`src/hdl/assert_macros.svh`:
```
// assertion helpers used by the datapath
`ifndef ASSERT_MACROS_SVH
`define ASSERT_MACROS_SVH

// plain property check on a clock, muted while reset is high
`define DWVS_ASSERT(label, clk, rst, prop) \
  label: assert property (@(posedge clk) disable iff (rst) (prop)) \
    else $error("dwvs assertion failed");

// implication check on a clock, muted while reset is high
`define DWVS_ASSERT_IMP(label, clk, rst, ante, cons) \
  label: assert property (@(posedge clk) disable iff (rst) (ante) |-> (cons)) \
    else $error("dwvs implication failed");

`endif

```
`src/hdl/dwvs_pkg.sv`:
```
// ----------------------------------------------------------------------------
// dwvs_pkg
// types, codes and ring index helpers for the deque with value search
// ----------------------------------------------------------------------------
`timescale 1ns / 1ps
`default_nettype none

package dwvs_pkg;

  localparam int DEPTH = 16;
  localparam int IDX_W = (DEPTH > 1) ? $clog2(DEPTH) : 1;
  localparam int CNT_W = $clog2(DEPTH + 1);
  localparam int VAL_W = 32;
  localparam int POS_W = 5;

  typedef enum logic [1:0] {
    REQ_PUSH_BACK  = 2'd0,
    REQ_PUSH_FRONT = 2'd1,
    REQ_POP_FRONT  = 2'd2,
    REQ_SEARCH     = 2'd3
  } req_code_t;

  typedef enum logic [1:0] {
    ST_OK    = 2'd0,
    ST_FULL  = 2'd1,
    ST_EMPTY = 2'd2
  } status_code_t;

  typedef struct packed {
    req_code_t                 req_type;
    logic signed [VAL_W-1:0]   value;
  } in_t;

  typedef struct packed {
    status_code_t              status;
    logic                      found;
    logic [POS_W-1:0]          position;
    logic signed [VAL_W-1:0]   front_value;
    logic signed [VAL_W-1:0]   back_value;
    logic [POS_W-1:0]          entry_count;
  } out_t;

  // controller to datapath
  typedef struct packed {
    logic         load_req;
    logic         push_back;
    logic         push_front;
    logic         pop;
    logic         srch_start;
    logic         srch_step;
    logic         front_from_rd;
    logic         status_load;
    status_code_t status_code;
    logic         out_load;
  } dwvs_cmd_t;

  // datapath to controller
  typedef struct packed {
    req_code_t req_type;
    logic      full;
    logic      empty;
    logic      srch_hit;
    logic      srch_last;
    logic      out_free;
  } dwvs_status_t;

  // (base + off) mod DEPTH, both operands below DEPTH
  function automatic logic [IDX_W-1:0] ring_add(input logic [IDX_W-1:0] base,
                                                input logic [IDX_W-1:0] off);
    logic [IDX_W:0] sum;
    sum = {1'b0, base} + {1'b0, off};
    if (sum >= (IDX_W+1)'(DEPTH)) begin
      sum = sum - (IDX_W+1)'(DEPTH);
    end
    return sum[IDX_W-1:0];
  endfunction

  // (base - 1) mod DEPTH
  function automatic logic [IDX_W-1:0] ring_dec(input logic [IDX_W-1:0] base);
    logic [IDX_W-1:0] res;
    if (base == '0) begin
      res = IDX_W'(DEPTH - 1);
    end else begin
      res = base - IDX_W'(1);
    end
    return res;
  endfunction

endpackage

`default_nettype wire

```
`src/hdl/dwvs_ctrl.sv`:
```
// ----------------------------------------------------------------------------
// dwvs_ctrl
// request sequencer: accepts a beat, runs the operation, hands off the result
// ----------------------------------------------------------------------------
`timescale 1ns / 1ps
`default_nettype none

module dwvs_ctrl import dwvs_pkg::*; (
  input  logic         clk,
  input  logic         rst,
  input  logic         req_valid,
  output logic         req_stall,
  input  dwvs_status_t stat,
  output dwvs_cmd_t    cmd
);

  typedef enum logic [2:0] {
    S_IDLE,
    S_EXEC,
    S_POPRD,
    S_SEARCH,
    S_DONE
  } state_t;

  state_t state;
  state_t state_next;

  always_ff @(posedge clk) begin
    if (rst) begin
      state <= S_IDLE;
    end else begin
      state <= state_next;
    end
  end

  assign req_stall = rst | (state != S_IDLE);

  always_comb begin
    cmd        = '0;
    state_next = state;
    unique case (state)
      S_IDLE: begin
        if (req_valid) begin
          cmd.load_req = 1'b1;
          state_next   = S_EXEC;
        end
      end
      S_EXEC: begin
        unique case (stat.req_type)
          REQ_PUSH_BACK: begin
            if (stat.full) begin
              cmd.status_load = 1'b1;
              cmd.status_code = ST_FULL;
            end else begin
              cmd.push_back = 1'b1;
            end
            state_next = S_DONE;
          end
          REQ_PUSH_FRONT: begin
            if (stat.full) begin
              cmd.status_load = 1'b1;
              cmd.status_code = ST_FULL;
            end else begin
              cmd.push_front = 1'b1;
            end
            state_next = S_DONE;
          end
          REQ_POP_FRONT: begin
            if (stat.empty) begin
              cmd.status_load = 1'b1;
              cmd.status_code = ST_EMPTY;
              state_next      = S_DONE;
            end else begin
              cmd.pop    = 1'b1;
              state_next = S_POPRD;
            end
          end
          REQ_SEARCH: begin
            if (stat.empty) begin
              state_next = S_DONE;
            end else begin
              cmd.srch_start = 1'b1;
              state_next     = S_SEARCH;
            end
          end
        endcase
      end
      S_POPRD: begin
        cmd.front_from_rd = 1'b1;
        state_next        = S_DONE;
      end
      S_SEARCH: begin
        cmd.srch_step = 1'b1;
        if (stat.srch_hit || stat.srch_last) begin
          state_next = S_DONE;
        end
      end
      S_DONE: begin
        if (stat.out_free) begin
          cmd.out_load = 1'b1;
          state_next   = S_IDLE;
        end
      end
      default: begin
        state_next = S_IDLE;
      end
    endcase
  end

endmodule

`default_nettype wire

```
`src/hdl/dwvs_datapath.sv`:
```
// ----------------------------------------------------------------------------
// dwvs_datapath
// ring storage, front/back tracking, search compare and the result register
// ----------------------------------------------------------------------------
`timescale 1ns / 1ps
`default_nettype none
`include "assert_macros.svh"

module dwvs_datapath import dwvs_pkg::*; (
  input  logic         clk,
  input  logic         rst,
  input  in_t          req,
  input  dwvs_cmd_t    cmd,
  input  logic         rsp_stall,
  output out_t         rsp,
  output logic         rsp_valid,
  output dwvs_status_t stat
);

  logic [VAL_W-1:0] mem [DEPTH];

  logic [IDX_W-1:0] front_index;
  logic [CNT_W-1:0] count;
  req_code_t        req_type;
  logic [VAL_W-1:0] value;
  logic [VAL_W-1:0] front_val;
  logic [VAL_W-1:0] back_val;
  status_code_t     status;
  logic             found;
  logic [POS_W-1:0] position;
  logic [IDX_W-1:0] soff;
  logic [VAL_W-1:0] rdata;

  logic             empty;
  logic             full;
  logic [IDX_W-1:0] back_slot;
  logic [IDX_W-1:0] front_dec;
  logic [IDX_W-1:0] front_inc;
  logic [IDX_W-1:0] soff_next;
  logic             rd_en;
  logic [IDX_W-1:0] rd_addr;
  logic             wr_en;
  logic [IDX_W-1:0] wr_addr;
  logic             hit;
  logic             last;

  assign empty     = (count == '0);
  assign full      = (count == CNT_W'(DEPTH));
  assign back_slot = ring_add(front_index, IDX_W'(count));
  assign front_dec = ring_dec(front_index);
  assign front_inc = ring_add(front_index, IDX_W'(1));
  assign soff_next = soff + IDX_W'(1);
  assign hit       = (rdata == value);
  assign last      = (soff == IDX_W'(count - CNT_W'(1)));

  assign rd_en   = cmd.pop | cmd.srch_start | cmd.srch_step;
  assign wr_en   = cmd.push_back | cmd.push_front;
  assign wr_addr = cmd.push_front ? front_dec : back_slot;

  always_comb begin
    priority if (cmd.pop) begin
      rd_addr = front_inc;
    end else if (cmd.srch_start) begin
      rd_addr = front_index;
    end else begin
      rd_addr = ring_add(front_index, soff_next);
    end
  end

  assign stat.req_type  = req_type;
  assign stat.full      = full;
  assign stat.empty     = empty;
  assign stat.srch_hit  = hit;
  assign stat.srch_last = last;
  assign stat.out_free  = ~rsp_valid | ~rsp_stall;

  // control state
  always_ff @(posedge clk) begin
    if (rst) begin
      front_index <= '0;
      count       <= '0;
      rsp_valid   <= 1'b0;
    end else begin
      if (cmd.push_back) begin
        count <= count + CNT_W'(1);
      end
      if (cmd.push_front) begin
        front_index <= front_dec;
        count       <= count + CNT_W'(1);
      end
      if (cmd.pop) begin
        front_index <= front_inc;
        count       <= count - CNT_W'(1);
      end
      if (cmd.out_load) begin
        rsp_valid <= 1'b1;
      end else if (!rsp_stall) begin
        rsp_valid <= 1'b0;
      end
    end
  end

  // storage, one write and one registered read port
  always_ff @(posedge clk) begin
    if (wr_en) begin
      mem[wr_addr] <= value;
    end
    if (rd_en) begin
      rdata <= mem[rd_addr];
    end
  end

  // payload
  always_ff @(posedge clk) begin
    if (cmd.load_req) begin
      req_type <= req.req_type;
      value    <= req.value;
      status   <= ST_OK;
      found    <= 1'b0;
      position <= '0;
    end
    if (cmd.status_load) begin
      status <= cmd.status_code;
    end
    if (cmd.push_back) begin
      back_val <= value;
      if (empty) begin
        front_val <= value;
      end
    end
    if (cmd.push_front) begin
      front_val <= value;
      if (empty) begin
        back_val <= value;
      end
    end
    if (cmd.front_from_rd) begin
      front_val <= rdata;
    end
    if (cmd.srch_start) begin
      soff <= '0;
    end
    if (cmd.srch_step) begin
      if (hit) begin
        found    <= 1'b1;
        position <= POS_W'(soff) + POS_W'(1);
      end else begin
        soff <= soff_next;
      end
    end
    if (cmd.out_load) begin
      rsp.status      <= status;
      rsp.found       <= found;
      rsp.position    <= position;
      rsp.front_value <= empty ? '0 : front_val;
      rsp.back_value  <= empty ? '0 : back_val;
      rsp.entry_count <= POS_W'(count);
    end
  end

  `DWVS_ASSERT(a_count_bound, clk, rst, count <= CNT_W'(DEPTH))
  `DWVS_ASSERT(a_front_bound, clk, rst, front_index <= IDX_W'(DEPTH - 1))
  `DWVS_ASSERT_IMP(a_load_free, clk, rst, cmd.out_load, !rsp_valid || !rsp_stall)
  `DWVS_ASSERT_IMP(a_search_nonempty, clk, rst, cmd.srch_step, count != '0)

endmodule

`default_nettype wire

```
`src/hdl/deque_with_value_search_unit.sv`:
```
// sequence: push and failed requests run execute then result handoff, pop adds a front read,
//   search adds a walk over k, the number of entries compared (one storage read per cycle)
// throughput: one request at a time; the next beat is taken once the result
//   enters the output register, even while that result still waits downstream
// reset: clears entry count, front index and result valid; storage is not cleared
// ----------------------------------------------------------------------------
// deque_with_value_search_unit
// bounded double-ended queue on a ring buffer with a linear search from front
// ----------------------------------------------------------------------------
`timescale 1ns / 1ps
`default_nettype none

module deque_with_value_search_unit import dwvs_pkg::*; (
  input  logic clk,
  input  logic rst,
  // request channel
  input  logic req_valid,
  output logic req_stall,
  input  in_t  req,
  // result channel
  output logic rsp_valid,
  input  logic rsp_stall,
  output out_t rsp
);

  // command and status bundles between sequencer and datapath
  dwvs_cmd_t    cmd;
  dwvs_status_t stat;

  // sequencer: idle -> execute -> (pop read | search walk) -> result handoff
  dwvs_ctrl u_ctrl (
    .clk       (clk),
    .rst       (rst),
    .req_valid (req_valid),
    .req_stall (req_stall),
    .stat      (stat),
    .cmd       (cmd)
  );

  // datapath: ring storage, front/back values, search compare, result register
  dwvs_datapath u_datapath (
    .clk       (clk),
    .rst       (rst),
    .req       (req),
    .cmd       (cmd),
    .rsp_stall (rsp_stall),
    .rsp       (rsp),
    .rsp_valid (rsp_valid),
    .stat      (stat)
  );

endmodule

`default_nettype wire

```
`config.mk`:
```
export PLATFORM = sky130hd
export DESIGN_NAME = deque_with_value_search_unit
export DESIGN_NICKNAME = d
export VERILOG_FILES = /design/src/hdl/dwvs_pkg.sv /design/src/hdl/dwvs_ctrl.sv /design/src/hdl/dwvs_datapath.sv /design/src/hdl/deque_with_value_search_unit.sv
export VERILOG_INCLUDE_DIRS = /design/src /design/src/hdl
export SDC_FILE = /design/constraint.sdc
export NUM_CORES = 1
export LEC_CHECK = 0
export BUFFER_PORTS_ARGS = -buffer_cell sky130_fd_sc_hd__buf_2
export CORE_MARGIN = 2
export CORE_UTILIZATION = 56
export CTS_BUF_LIST = sky130_fd_sc_hd__clkbuf_16
export CTS_CLUSTER_SIZE = 14
export DETAILED_ROUTE_END_ITERATION = 6
export PLACE_DENSITY = 0.76
export SLEW_MARGIN = 15
export SYNTH_ARGS = -nofsm -noshare
export SYNTH_HDL_FRONTEND = slang
export SYNTH_SLANG_ARGS = --single-unit
```
`constraint.sdc`:
```
create_clock -name clk -period 4.7 [get_ports clk]
set_input_delay 0.235 -clock clk [delete_from_list [all_inputs] [get_ports clk]]
set_output_delay 0.235 -clock clk [all_outputs]
set_load 0.02 [all_outputs]
```
* After elaboration in Yosys (flattened, before gate mapping)
Memory sizes are Yosys's and may differ from the RTL's. A register that Yosys moved wholly into a read port is not among the register bits.
Cells that the tools add are included.
Widths: inputs -> output; s select.
** Storage, ports and cells
- Bits in registers :: 200
- RAM bits :: 512
- Input port bits :: 38
- Output and inout port bits :: 79
- Word-level logic and storage cells :: 126
- Memories :: 1
** Operators by class
- Add/subtract/negate cells :: 11
- Order comparisons :: 3
- Equality and inequality tests :: 14
- Muxes and demuxes :: 58
- Bitwise gates (word level) :: 7
- Reduce and logical (&&, ||, !) cells :: 14
** Memories
- u_datapath.mem :: words 16, bits a word 32, rd ports 1, clocked after memory_dff 1, wr ports 1, line dwvs_datapath.sv:20 : logic [VAL_W-1:0] mem [DEPTH];
** Operators by type and width (number)
- $mux 32 :: 7
- $mux 4 :: 13
- $eq 32x32->1 :: 1
- $mux 5 :: 6
- $mux 3 :: 8
- $mux 1 :: 19
- $sub 4x1->4 const B :: 4
- $ge 5x5->1 const B :: 3
- $pmux 3 s5 :: 1
- $reduce_bool 3->1 :: 4
- $add 4x1->5 const B :: 2
- $add 4x4->5 :: 2
- $pmux 3 s3 :: 1
- $eq 3x2->1 const B :: 2
- $pmux 3 s2 :: 1
- $add 5x1->5 const B :: 1
- $eq 5x5->1 const B :: 1
- $logic_not 5->1 :: 1
- $or 1x1->1 :: 5
- $sub 5x1->5 const B :: 1
- $add 4x1->4 const B :: 1
- $eq 2x2->1 const B :: 2
- $eq 4x4->1 :: 1
- $logic_not 4->1 :: 1
- 14 further kinds :: 19

* Depth between registers and ports, before layout
Gate-level depths: netlist of run 1.
- Depth after elaboration :: 7
- Gate-level depth with buffers :: 11
- Gate-level depth less buffers :: 10

* Modules after synthesis
A second synthesis of run 1 with hierarchy kept.
** Second synthesis, totals
- Cells, all modules :: 3800
- Area, all modules :: 41325.9 um^2
** By module, submodules not included
- dwvs_datapath :: instances 1, cells an instance 3763, area an instance 41046.9 um^2, sequential area each 21730.8 um^2
- dwvs_ctrl :: instances 1, cells an instance 37, area an instance 279.0 um^2, sequential area each 60.1 um^2

* Least setup slack after synthesis of run 1
OpenSTA, ideal clock, no wires.
- Kind :: register to register
- Start point :: register u_ctrl.state[2]
- End point :: register u_datapath.rsp[0] (netlist name)
- Setup time :: 0.537 ns
- Data arrival time :: 4.374 ns
- Required time :: 4.163 ns
- Path slack :: -0.211 ns
- Stages on the path, launching flop included :: 4
- Path buffers :: 1
- Clock period less this slack :: 4.911 ns
- Cells stage by stage :: dfxtp_1 -> clkbuf_1 -> nand2_1 -> a21oi_1
** RTL lines
- start, declared :: line dwvs_ctrl.sv:25 : state_t state;
- start signal, assigned :: line dwvs_ctrl.sv:32 : state <= state_next;

* Final worst setup path of run 1
- Start point :: register u_datapath.front_index[0]
- End point :: register u_datapath.rdata[29], read port of u_datapath.mem, data pin
** Between the ends
- Word-level cells in the longest chain between the ends :: 5
- Elaborated cells on any way between the ends :: 10
- Those cells by class :: add/sub (4); order compare (2); mux (4)
** RTL lines
- start, declared :: line dwvs_datapath.sv:22 : logic [IDX_W-1:0] front_index;
- start signal, assigned :: line dwvs_datapath.sv:88 : front_index <= front_dec;
- start signal, assigned :: line dwvs_datapath.sv:92 : front_index <= front_inc;
- $add 4x4->5 :: line dwvs_pkg.sv:71 : sum = {1'b0, base} + {1'b0, off};
- $sub 4x1->4 / $ge 5x5->1 (equally long branches) :: line dwvs_pkg.sv:73, dwvs_pkg.sv:72
- $mux 4 :: line dwvs_pkg.sv:72 : if (sum >= (IDX_W+1)'(DEPTH)) begin
- $mux 4 :: line dwvs_datapath.sv:63 : end else if (cmd.srch_start) begin
- $mux 4 (*) :: line dwvs_datapath.sv:61 : priority if (cmd.pop) begin
- end, declared :: line dwvs_datapath.sv:32 : logic [VAL_W-1:0] rdata;
Every way passes the cells marked *; elsewhere a longest branch is shown, timed or not.
A chain may end at the register's enable or synchronous reset.

==> results of run 1 <==
## kinds of logic after synthesis
| logic type | count (synthesis) | share of synthesized area, % |
|---|---|---|
| and+or+nand+nor | 748 | 11.83 |
| DFF | 744 | 67.05 |
| muxes | 235 | 7.619 |
| AOI/OAI and AO/OA | 370 | 8.778 |
| adders and majority gates | 14 | 0.5852 |
| buffers and inverters | 191 | 2.626 |
| xor gates and xnor gates | 56 | 1.509 |
## where the power goes
| part | internal [W] | switching, W | leakage, nW |
|---|---|---|---|
| registers | 0.00749 | 0.000184 | 6.70 |
| clock network | 0.00336 | 0.00254 | 1.24 |
| logic | 0.000740 | 0.00105 | 4.50 |
## per-stage QoR
stage	cells	instance area, sq um	setup WS, ns
2_1_floorplan	2358	32500	1.177
3_3_place_gp	3119	34110	1.123
3_5_place_dp	3119	34110	0.9712
4_1_cts	3297	36910	0.9165
5_1_grt	3297	36910	0.7103
6_report	3297	36910	0.8426
## routing by layer
layer,up-vias,track usage (%),wire (um)
li1,9274,-,-
met1,10750,37.36,32570
met2,1268,45.55,40640
met3,249,6.342,8691
met4,0,11.96,3342
met5,-,0,0
## synthesized netlist by cell type, types with 65 or more instances
master | instances | area, sq um
a21oi_1 | 142 | 710.7
a221oi_1 | 66 | 578.1
a22o_1 | 65 | 569.3
and2_1 | 65 | 406.6
clkbuf_1 | 131 | 491.7
edfxtp_1 | 689 | 20690
mux2_2 | 99 | 1115
mux2i_1 | 136 | 1361
nand2_1 | 284 | 1066
nand2b_1 | 133 | 832.1
nand3_1 | 70 | 350.3
nand4_1 | 137 | 857.1
## final cells by class
cell class                      count  area [sq um]
Clock buffer                       78          1952
Timing Repair Buffer              214          1584
Fill cell                        4018         20670
Sequential cell                   744         21790
Inverter                           10         37.54
Tap cell                          765         957.2
Clock inverter                     63         474.2
Multi-Input combinational cell   1423         10120
## state kept, by name (all words and copies together), names as in the netlist
name and count:
u_datapath.rdata 32, u_datapath.found 1, u_datapath.rsp 77, u_datapath.front_index 4, u_datapath.value 32, u_datapath.req_type 2
u_datapath.count 5, u_datapath.mem 512, u_ctrl.state 3, u_datapath.position 5, u_datapath.back_val 32, u_datapath.soff 4
u_datapath.rsp_valid 1, u_datapath.status 2, u_datapath.front_val 32
## worst max-delay path by stage
stage,depth (start not counted),slack [ns],startpoint,end
final,10,0.84,u_datapath.front_index[0],u_datapath.rdata[29]
after global routing,10,0.71,u_datapath.count[0],u_datapath.rdata[27]
after CTS,10,0.92,u_datapath.front_index[0],u_datapath.rdata[29]
after detailed placement,10,0.97,u_datapath.front_index[0],u_datapath.rdata[29]
after global placement,10,1.12,u_datapath.front_index[0],u_datapath.rdata[19]
after floorplan,8,1.18,u_datapath.count[0],u_datapath.mem[14][0]
## worst max-delay path: stages (launching register included)
cell and delay [ns]:
dfxtp_1 0.78, ha_4 0.23, inv_1 0.05, fa_1 0.43
xnor2_1 0.27, a211oi_2 0.10, a31oi_4 0.78, buf_4 0.41
o32ai_2 0.12, a221oi_1 0.29, mux2_2 0.23
==> summary.txt, run 1 <==
GRT
  – Antenna violations before repair: 1
  – Vias in the first global route: 21430
  – Pin count of the biggest net entering global routing: 129
  – Global-route wire length before repair: 127.7 mm
  – Total GRT Usage: around 28%
  – Gr ovfl total: 0

Floorplan
  – Die X: ~240 um
  – Total core area: 57590 sq um
  – DIE AREA: about 60000 sq um
  – Initial Utilization: roughly 56%
  – Die height: between 200 and 250 um
  – # rows: 88
  – Boundary pin count: 117

Clock tree
  – Post-CTS sizing: 0
  – H-tree depth: 3
  – Clock Path Buffers: 3
  – Clock insertion delay at the later pin of the skew report: 0.63 ns
  – CTS Hold Bufs: 37
  – Clock sink count: 744
  – TritonCTS clock tree: done
  – CTS Buf Count: 76
  – Setup repair bufs after CTS: 0
  – Clock slew at reported path FFs: 0.06 ns
  – CTS Root Cell: clkbuf_16

Setup path
  – Critical path class: flop to flop
  – Reg2Reg Depth: 10
  – Crit Path Max Fanout: 17
  – R2r setup slk: approximately 0.84 ns
  – Worst Path Arrival: 4.34 ns
  – CP Launch Type: flop
  – CP Capture Type: flop
  – R2r startpoint: u_datapath.front_index[0]
  – RR Endpoint: u_datapath.rdata[29]
  – Req. time, crit path: 5.18 ns

STA
  – Worst-margin pin slew: 1.119 ns
  – Fin crit share: 82.07%
  – RSZ-0062 raised after global routing: false
  – Hold_ws: between 0.07 and 0.08 ns
  – Worst slew margin: roughly 25%
  – Setup_tns: 0 ns
  – Max Clock Skew: ~0.025 ns
  – Setup violators final: 0
  – Final Hold Viols: 0
  – Slew Limit Fails: 0
  – Post-layout min period: 3.857 ns
  – Max frequency: roughly 260 MHz

Synthesis
  – Mapped Avg Cell Area: 13.78 sq um
  – Synthesized area: 32500 sq um
  – EDFF count, synth: 689
  – Top_reg_cell synth: edfxtp_1
  – Syn Inst Count: approximately 2400
  – Syn. warnings: 0
  – Sequential share of the synthesized area: 67.05%
  – Yosys cell types: 56
  – Synthesized flop and latch total: around 740
  – Asr flop ratio synth: 0%
  – Net count after synthesis: ~2400

Drt
  – Residual DRC: 0
  – Antenna viol nets, final: 0
  – Average wire per standard cell: around 26 um
  – Router iterations before antenna repair: 7
  – Routed vias: 21540
  – 1st-iter DRT viols: 2510
  – Via density per instance: between 6 and 7
  – Routed WL: 85.24 mm

Flow run
  – Max Cap Violations: 0

Finish
  – Share of cells above drive strength 1: roughly 17%
  – Area added between synthesis and finish: 13.59%
  – Final #Nets: 2521
  – Final core occ: 64.10%
  – Most frequent cells in the layout: edfxtp_1 (689), nand2_1 (283), a21oi_1 (140)
  – Commonest non-fill, non-tap cell in the layout: edfxtp_1
  – Antenna cells: 0

Power and ir drop
  – Static leakage: 12.45 nW
  – Maximum VDD drop: roughly 0.00030 V
  – PD cells: between 400 and 500 nW/um^2
  – Total power: approximately 0.015 W

Outcome
  – Outcome: completed

Worst hold path
  – Hold EP: u_datapath.position[0]
  – Hold WC Path Type: primary input to flop
  – Hold path cells: 4
  – Hold_sp: req_valid

Placement
  – Buffers added on ports: between 100 and 150
  – Hpwl dp: approximately 46 mm
  – GPL Wtd Cong: slightly above 0.8
Note: power is estimated with default switching activity, not from simulation.
==> run 2, diff against run 1 <==
--- a/config.mk
+++ b/config.mk
@@ -8,11 +8,11 @@
 export LEC_CHECK = 0
 export BUFFER_PORTS_ARGS = -buffer_cell sky130_fd_sc_hd__buf_2
 export CORE_MARGIN = 2
-export CORE_UTILIZATION = 56
+export CORE_UTILIZATION = 62
 export CTS_BUF_LIST = sky130_fd_sc_hd__clkbuf_16
 export CTS_CLUSTER_SIZE = 14
 export DETAILED_ROUTE_END_ITERATION = 6
-export PLACE_DENSITY = 0.76
+export PLACE_DENSITY = 0.8
 export SLEW_MARGIN = 15
 export SYNTH_ARGS = -nofsm -noshare
 export SYNTH_HDL_FRONTEND = slang
==> constraint.sdc (replaced) <==
create_clock -name clk -period 3.95 [get_ports clk]
set_input_delay 0.1975 -clock clk [delete_from_list [all_inputs] [get_ports clk]]
set_output_delay 0.1975 -clock clk [all_outputs]
set_load 0.02 [all_outputs]
==> run 2 against run 1 <==
- the flow now finishes with violations (design-rule violations)
- hold slack got worse by 0.017 ns
- flip-flop and latch count unchanged
- power increased by 18%
- highest routed layer unchanged
- wire length decreased by 1.5%
- utilization increased by 7.5 points
- register-to-register slack worse by 0.42 ns
- sequential power up 19%
==> summary.txt, run 2 (synthesis results as in run 1) <==
Drt
  – Routed WL: 83.97 mm
  – Antenna viol nets, final: 0
  – Average wire per standard cell: 26.10 um
  – Router iterations before antenna repair: 7
  – Via density per instance: around 6.7
  – 1st-iter DRT viols: 3023
  – Routed vias: 21610
  – Residual DRC: 2

Placement
  – Buffers added on ports: 116
  – GPL Wtd Cong: 0.8325
  – Hpwl dp: 45.19 mm

Clock tree
  – Clock insertion delay at the later pin of the skew report: 0.62 ns
  – TritonCTS clock tree: done
  – Post-CTS sizing: 0
  – CTS Buf Count: 74
  – H-tree depth: 3
  – Setup repair bufs after CTS: 0
  – Clock slew at reported path FFs: ~0.06 ns
  – Clock sink count: 744
  – CTS Root Cell: clkbuf_16
  – Clock Path Buffers: 3

STA
  – Worst slew margin: about 28%
  – Post-layout min period: 3.531 ns
  – Max Clock Skew: 0.02047 ns
  – Fin crit share: ~90%
  – Worst-margin pin slew: roughly 1.1 ns
  – Setup_tns: 0 ns
  – Final Hold Viols: 0
  – Setup violators final: 0
  – Max frequency: 283.2 MHz
  – RSZ-0062 raised after global routing: false
  – Slew Limit Fails: 0

Setup path
  – Critical path class: flop to flop
  – Crit path max-delay family: compound AO/OA/AOI/OAI gates
  – CP Capture Type: flop
  – Reg2Reg Depth: 7
  – Worst Setup SP: u_datapath.front_index[1]
  – WP depth: 7
  – Max incr delay on CP: 0.93 ns
  – Crit path top cell by count: mux2_2
  – R2r setup slk: 0.42 ns
  – Req. time, crit path: 4.32 ns
  – RR Endpoint: u_datapath.rdata[15]
  – Master of the slowest instance on the critical path: o31ai_4
  – CP Launch Type: flop
  – R2r startpoint: u_datapath.front_index[1]
  – Worst Setup EP: u_datapath.rdata[15]
  – Buf+Inv Stages, Crit Path: 2
  – Cell breakdown of the critical path: inv_1 -> ha_1 -> mux2_2 -> o31ai_4 -> buf_12 -> a221oi_1 -> mux2_2
  – Worst Path Arrival: 3.90 ns
  – Crit Path Max Fanout: 47

Finish
  – Antenna cells: 0
  – Most frequent cells in the layout: edfxtp_1 (689), nand2_1 (283), a21oi_1 (140)
  – Largest regs: u_datapath.mem (512), u_datapath.rsp (77)
  – Max reg flops: around 510
  – Final #Nets: 2527
  – Commonest non-fill, non-tap cell in the layout: edfxtp_1
  – Share of cells above drive strength 1: 17.58%
  – Area added between synthesis and finish: 13.75%
  – Fill cells: between 3000 and 4000
  – Biggest register: u_datapath.mem

GRT
  – Vias in the first global route: 21260
  – Gr ovfl total: 0
  – Global-route wire length before repair: 125.7 mm
  – Total GRT Usage: 31.17%
  – Pin count of the biggest net entering global routing: 193
  – Antenna violations before repair: 2

Floorplan
  – Initial Utilization: 62.96%
  – Die height: 232.9 um
  – Total core area: 51610 sq um
  – DIE AREA: 54260 sq um
  – # rows: 83
  – Boundary pin count: 117
  – Die X: around 230 um

Power and ir drop
  – PD cells: 488.5 nW/um^2
  – Total power: 0.01806 W
  – Static leakage: 12.51 nW
  – Maximum VDD drop: 0.0003403 V

Flow run
  – Max Cap Violations: 0

Worst hold path
  – Hold WC Path Type: primary input to flop
  – Hold path cells: 4

Outcome
  – Failing checks: design-rule violations
  – Outcome: complete, but fails checks
## run 2: cell types whose count changed in the layout (fill, tap and decap cells not counted), sizes merged
cell         delta
dlygate4sd3     -1
buf             +9
clkbuf          -3
bufinv          -1
inv             +3
clkinvlp        -2
## run 2: worst reg2reg max path: stages (launching register included)
cell	delay, ns
dfxtp_1	0.54
inv_1	0.16
ha_1	0.41
mux2_2	0.40
o31ai_4	0.93
buf_12	0.37
a221oi_1	0.17
mux2_2	0.30
## run 2: where the power goes
part	internal, W	leakage (nW)	switching (W)	total, W
combinational	0.000905	4.59	0.00129	0.00220
sequential	0.00891	6.70	0.000197	0.00910
clock	0.00380	1.21	0.00296	0.00676
total	0.0136	12.5	0.00445	0.0181
## run 2: cell type report
class,instances,area (sq um),area share [%]
sequential,744,21790,58.95
multi-input combinational,1423,10110,27.35
clock buffer,75,1877,5.077
timing repair buffer,222,1854,5.016
tap,680,850.8,2.302
clock inverter,63,444.2,1.202
inverter,10,37.54,0.1015
## run 2: timing repair
item                                    in CTS  in global routing
hold buffers                                36                  0
endpoints found under the setup margin       0                  0
hold endpoints to repair                    46                  0
## run 2: stage by stage
| stage | hold WS (ns) | utilization [%] | instances | worst slack, ns | cell area, sq um |
|---|---|---|---|---|---|
| finish | 0.06042 | 71.62 | 3217 | 0.4191 | 36970 |
| CTS | 0.04974 | 71.62 | 3217 | 0.5128 | 36970 |
| global route | 0.1118 | 71.62 | 3217 | 0.3226 | 36970 |
| detailed placement | 0.3756 | 66.43 | 3043 | 0.5111 | 34290 |
| global placement | 0.3743 | 66.41 | 3043 | 0.6591 | 34270 |
| floorplan | 0.2666 | - | 2358 | 0.4274 | 32500 |
## run 2: how the worst min path moves through the flow
stage,slack [ns],end,startpoint
after detailed placement,0.38,u_datapath.value[14],req[14]
after global placement,0.37,u_datapath.value[14],req[14]
final,0.06,u_datapath.position[4],req_valid
after CTS,0.05,u_datapath.position[4],req_valid
after global routing,0.11,u_datapath.position[4],req_valid
after floorplan,0.27,u_datapath.front_index[1],rst
## run 2: routing by layer
| layer | routed length [um] | GRT usage, % | share of wire [%] |
|---|---|---|---|
| met5 | 0 | 0 | 0 |
| met4 | 3433 | 13.30 | 4.1 |
| met3 | 9056 | 5.858 | 11 |
| met2 | 39400 | 49.34 | 47 |
| met1 | 32080 | 42.66 | 38 |
